==> config.mk <==
export PLATFORM = sky130hd
export DESIGN_NAME = v3au_div
export DESIGN_NICKNAME = d
export VERILOG_FILES = /design/src/rtl/core/v3au_pkg.sv /design/src/rtl/core/v3au_div.sv
export SDC_FILE = /design/constraint.sdc
export NUM_CORES = 2
export LEC_CHECK = 0
export BUFFER_PORTS_ARGS = -buffer_cell sky130_fd_sc_hd__buf_4
export CAP_MARGIN = 20
export CORE_MARGIN = 5
export CORE_UTILIZATION = 58
export DETAILED_ROUTE_END_ITERATION = 7
export HOLD_SLACK_MARGIN = 0.12
export PLACE_DENSITY_LB_ADDON = 0.25
export SETUP_SLACK_MARGIN = 0.3
export SLEW_MARGIN = 20
export SYNTH_ARGS = -nofsm -noshare
export SYNTH_HDL_FRONTEND = slang
export SYNTH_SLANG_ARGS = --single-unit
export TNS_END_PERCENT = 10
==> constraint.sdc <==
create_clock -name clk -period 3.4 [get_ports clk]
set_input_delay 0.34 -clock clk [delete_from_list [all_inputs] [get_ports clk]]
set_output_delay 0.34 -clock clk [all_outputs]
set_load 0.1 [all_outputs]
==> src/rtl/core/v3au_pkg.sv <==
package v3au_pkg;

  localparam int FRAC_BITS_DEF = 16;
  localparam int WORD_W        = 32;
  localparam int WIDE_W        = 66;
  localparam int TOL_W         = 31;
  localparam int OP_W          = 4;
  localparam int SQ_LAT        = 33;

  localparam logic [OP_W-1:0] OP_ADD      = 4'd0;
  localparam logic [OP_W-1:0] OP_SUB      = 4'd1;
  localparam logic [OP_W-1:0] OP_CROSS    = 4'd2;
  localparam logic [OP_W-1:0] OP_SCALE    = 4'd3;
  localparam logic [OP_W-1:0] OP_DOT      = 4'd4;
  localparam logic [OP_W-1:0] OP_LEN      = 4'd5;
  localparam logic [OP_W-1:0] OP_NORM     = 4'd6;
  localparam logic [OP_W-1:0] OP_COL      = 4'd7;
  localparam logic [OP_W-1:0] OP_ORTH     = 4'd8;
  localparam logic [OP_W-1:0] OP_STEP_OUT = 4'd9;
  localparam logic [OP_W-1:0] OP_STEP_IN  = 4'd10;

  localparam logic [TOL_W-1:0] TOL_RESET = 31'd1;

  localparam logic signed [WIDE_W-1:0] W_MAX =
    {{(WIDE_W-WORD_W+1){1'b0}}, {(WORD_W-1){1'b1}}};
  localparam logic signed [WIDE_W-1:0] W_MIN =
    {{(WIDE_W-WORD_W+1){1'b1}}, {(WORD_W-1){1'b0}}};

  // word in flight between the early result and the output
  typedef struct packed {
    logic [OP_W-1:0]              op;
    logic [2:0][WORD_W-1:0]       a;
    logic [2:0][WORD_W-1:0]       v;
    logic [WORD_W-1:0]            sc;
    logic                         t;
    logic                         sat;
    logic                         mv;
  } side_t;

  // clip to a signed word; top bit is the clip flag
  function automatic logic [WORD_W:0] sat_word(input logic signed [WIDE_W-1:0] v);
    logic [WORD_W:0] r;
    if (v > W_MAX) r = {1'b1, W_MAX[WORD_W-1:0]};
    else if (v < W_MIN) r = {1'b1, W_MIN[WORD_W-1:0]};
    else r = {1'b0, v[WORD_W-1:0]};
    return r;
  endfunction

  function automatic logic is_small(input logic signed [WIDE_W-1:0] v,
                                    input logic [TOL_W-1:0] tol);
    logic [WIDE_W-1:0] m;
    m = v[WIDE_W-1] ? WIDE_W'(-v) : WIDE_W'(v);
    return m < {{(WIDE_W-TOL_W){1'b0}}, tol};
  endfunction

endpackage

==> src/rtl/core/v3au_div.sv <==
module v3au_div #(
  parameter int FRAC_BITS = 16
) (
  input  logic                  clk,
  input  logic                  en,
  input  logic [FRAC_BITS+33:0] num,
  input  logic [32:0]           den,
  output logic [FRAC_BITS:0]    quo
);
  import v3au_pkg::*;

  localparam int NW = FRAC_BITS + 34;

  logic [NW-1:0]      rem_q [FRAC_BITS+1];
  logic [32:0]        den_q [FRAC_BITS+1];
  logic [FRAC_BITS:0] quo_q [FRAC_BITS+1];

  // restoring division, quotient never above 2^FRAC_BITS
  for (genvar s = 0; s <= FRAC_BITS; s++) begin : g_stage
    logic [NW-1:0]      rin, trial;
    logic [32:0]        din;
    logic [FRAC_BITS:0] qin;
    if (s == 0) begin : g_first
      assign rin = num;
      assign din = den;
      assign qin = '0;
    end else begin : g_next
      assign rin = rem_q[s-1];
      assign din = den_q[s-1];
      assign qin = quo_q[s-1];
    end
    assign trial = NW'(din) << (FRAC_BITS - s);
    always_ff @(posedge clk) begin
      if (en) begin
        den_q[s] <= din;
        if (rin >= trial) begin
          rem_q[s] <= rin - trial;
          quo_q[s] <= {qin[FRAC_BITS-1:0], 1'b1};
        end else begin
          rem_q[s] <= rin;
          quo_q[s] <= {qin[FRAC_BITS-1:0], 1'b0};
        end
      end
    end
  end

  assign quo = quo_q[FRAC_BITS];

endmodule

==> flow_metrics.tcl <==
set metrics [dict create \
    numClockSinks 1481 \
    start_util 0.581 \
    clockBufferDepth 3 \
    crit_chain "inv_2 -> ha_4 -> fa_2 -> nor2b_4 -> o31a_1 -> or4_4 -> a31oi_4 -> buf_12 -> o31ai_4 -> buf_6 -> a221o_1 -> o221ai_2 -> or2b_1 -> or4b_4 -> nor3b_2 -> xor2_1" \
    syn_area_sq_um 84400 \
    ys_warn_count 0 \
    overflow 0 \
    drt_iter0_markers 4400 \
    wl_um 275000 \
    fp.dieW_um 391 \
    fin_crit_ns 3.93 \
    finalSetupViolCount 366 \
    powerDensity_nw_per_um2 863 \
    track_usage 0.347 \
    hold_start "num[21]" \
    cts.clk_slew.worst_paths_ns 0.06 \
    die_h_um 391 \
    fill_cells 9351 \
    reg2reg_slack_ns -0.53 \
    startpoint_type "flip-flop" \
    cts_tree "built" \
    hold_viol 0 \
    ios 102 \
    pre_cts_slack_ns -1.17 \
    violations "setup timing" \
    htree_levels 4 \
    cts-root-buf "clkbuf_16" \
    syn_nets 8538 \
    report.final.slew_viol_count 0 \
    via_per_inst 5.96 \
    die_area_sq_um 153000 \
    grt_pass1_wl_um 401000 \
    rows 140 \
    max_stage_delay_ns 0.48 \
    ys_seq_area_frac 0.527 \
    vias 69100 \
    detail-route-antenna-nets 0 \
    area_growth_pct 29.0 \
    ys_types 101 \
    drive_gt1_frac 0.262 \
    grt_pass1_vias 71600 \
    dp_hpwl_um 203000 \
    cp_max_fo 2 \
    antenna_found_initial 1 \
    fin_ws_ns -0.526 \
    fin_area_sq_um 109000 \
    place_area_sq_um 98100 \
    numPortBuffers 101 \
    synthCells 7876 \
    cp.required_ns 3.93 \
    hp-class "primary input to flip-flop" \
    status "finished with violations" \
    synth_edf_count 1480 \
    period_share 1.15 \
    drc 0 \
    synthFlopType "edfxtp_1" \
    grt_max_degree 160 \
    slew_headroom 0.227 \
    wl_per_cell_um 23.7 \
    cap_violations 0 \
    cp-startpoint "rem_q[7][8]" \
    ys_ff_latch 1481 \
    gp_congestion 1.06 \
    crit-reg2reg-launch "rem_q[7][8]" \
    drtPass1Iterations 6 \
    rsz0062_at_grt "yes" \
    p_leak_nw 45.2 \
    clk_latency_ns 0.84 \
    cts_made_buffers 160 \
    final_util 0.750 \
    max_freq_ghz 0.255 \
    layout.nets 10200 \
    critPathCaptureType "flip-flop" \
    criticalPathCategory "flip-flop to flip-flop" \
    worst_pin_slew_ns 1.15 \
    async_reset_ff_frac 0 \
    skew_ns 0.0605 \
    syn_avg_cell_area_sq_um 10.7 \
    worst_path_max_delay_cell "or4b_4" \
    ir_drop_mv 0.553 \
    cp_data_arrival_time_ns 4.46 \
    core_area_sq_um 145000 \
]
-- through the flow --
step	hold WS, ns	TNS, ns	instances	power [mW]
4_1_cts	0.122	-37.44	11500	91.7
3_5_place_dp	0.405	-159.24	11100	71.9
6_report	0.159	-55.25	11600	94.0
3_3_place_gp	0.400	-130.23	11100	70.8
5_1_grt	0.149	-94.31	11600	98.5
2_1_floorplan	0.400	-0.262	7876	52.7
-- power by group --
group | internal (mW) | leakage (nW) | switching [mW]
Sequential | 26.3 | 14.4 | 3.24
Clock | 10.0 | 2.57 | 7.64
Combinational | 21.5 | 28.3 | 25.3
Total | 57.9 | 45.2 | 36.1
-- logic make-up after synthesis --
group	count (synthesis)	share of synthesized area
compound gates	2106	0.152
simple gates	2087	0.120
flops	1481	0.527
buf+inv	964	0.0431
xor+xnor	595	0.0617
fa+ha+maj	577	0.0870
mux	66	0.00873
-- Yosys cell counts, drive strengths merged, types with 66 or more instances --
library cell,count,share of area
a21o,290,0.026
a21oi,611,0.036
clkbuf,242,0.011
edfxtp,1480,0.53
ha,561,0.083
inv,699,0.031
nand2,748,0.033
nand2b,91,0.0067
nand3,139,0.0083
nand4,127,0.0094
nor2,390,0.017
nor2b,73,0.0055
nor3,137,0.0082
nor4,100,0.0075
o21a,66,0.0059
o21ai,677,0.040
o21bai,77,0.0068
xnor2,286,0.030
xor2,309,0.032
-- sequential cells by signal, indices dropped and copies added, names as in the netlist --
name   flops
rem_q    800
den_q    528
quo_q    153
-- timing repair --
action	CTS	global route
setup endpoints to repair	642	677
pin swaps	149	123
buffers inserted	79	46
hold buffers	85	5
hold endpoints to repair	114	5
gates cloned	6	5
resized for setup	451	402
-- routing by layer --
metal  track usage  vias up  share of wire
met1         0.279    32900           0.28
met3        0.0487     1252          0.042
met4         0.369        0           0.13
met2         0.673     2823           0.54
li1              -    32200              -
met5             0        -              0
-- area by class of cell --
class                           instances  area, sq um  area share
Inverter                              699         2630      0.0241
Clock inverter                        107         1270      0.0116
Timing Repair Buffer                 1765        14600       0.134
Clock buffer                          184         4090      0.0376
Tap cell                             1917         2400      0.0220
Antenna cell                            3         7.51   0.0000689
Multi-Input combinational cell       5431        39500       0.363
Sequential cell                      1481        44500       0.408
-- cells in the final DEF, fill, tap and decap left out, types with 70 or more instances in the layout --
cell type,Yosys,final
a21o_1,290,288
a21oi_1,611,555
buf_4,1,1549
clkbuf_16,0,165
dlygate4sd3_1,0,85
edfxtp_1,1480,1480
ha_1,561,510
inv_1,697,671
nand2_1,748,711
nand2b_1,91,86
nand3_1,138,124
nand4_1,127,127
nor2_1,390,336
nor3_1,135,112
nor4_1,99,74
o21ai_0,625,476
o21ai_1,52,142
o21bai_1,77,70
xnor2_1,286,283
xor2_1,309,307
-- final timing paths --
path / cells past startpoint / to
setup reg to reg: 16 / rem_q[8][48]
setup / recovery: 16 / rem_q[8][48]
hold / removal: 4 / rem_q[0][21]
hold reg to reg: 0 / quo_q[7][5]
-- worst max-delay path, delay by kind of cell, from the launching register on --
family,cells,cell delay (ns)
AO/OA/AOI/OAI,5,1.06
AND/OR/NAND/NOR,5,1.30
flip-flops,1,0.40
buffers and inverters,3,0.37
adder cells (fa/ha/maj),2,0.41
XOR/XNOR,1,0.09
Note: power is estimated with default switching activity, not from simulation.
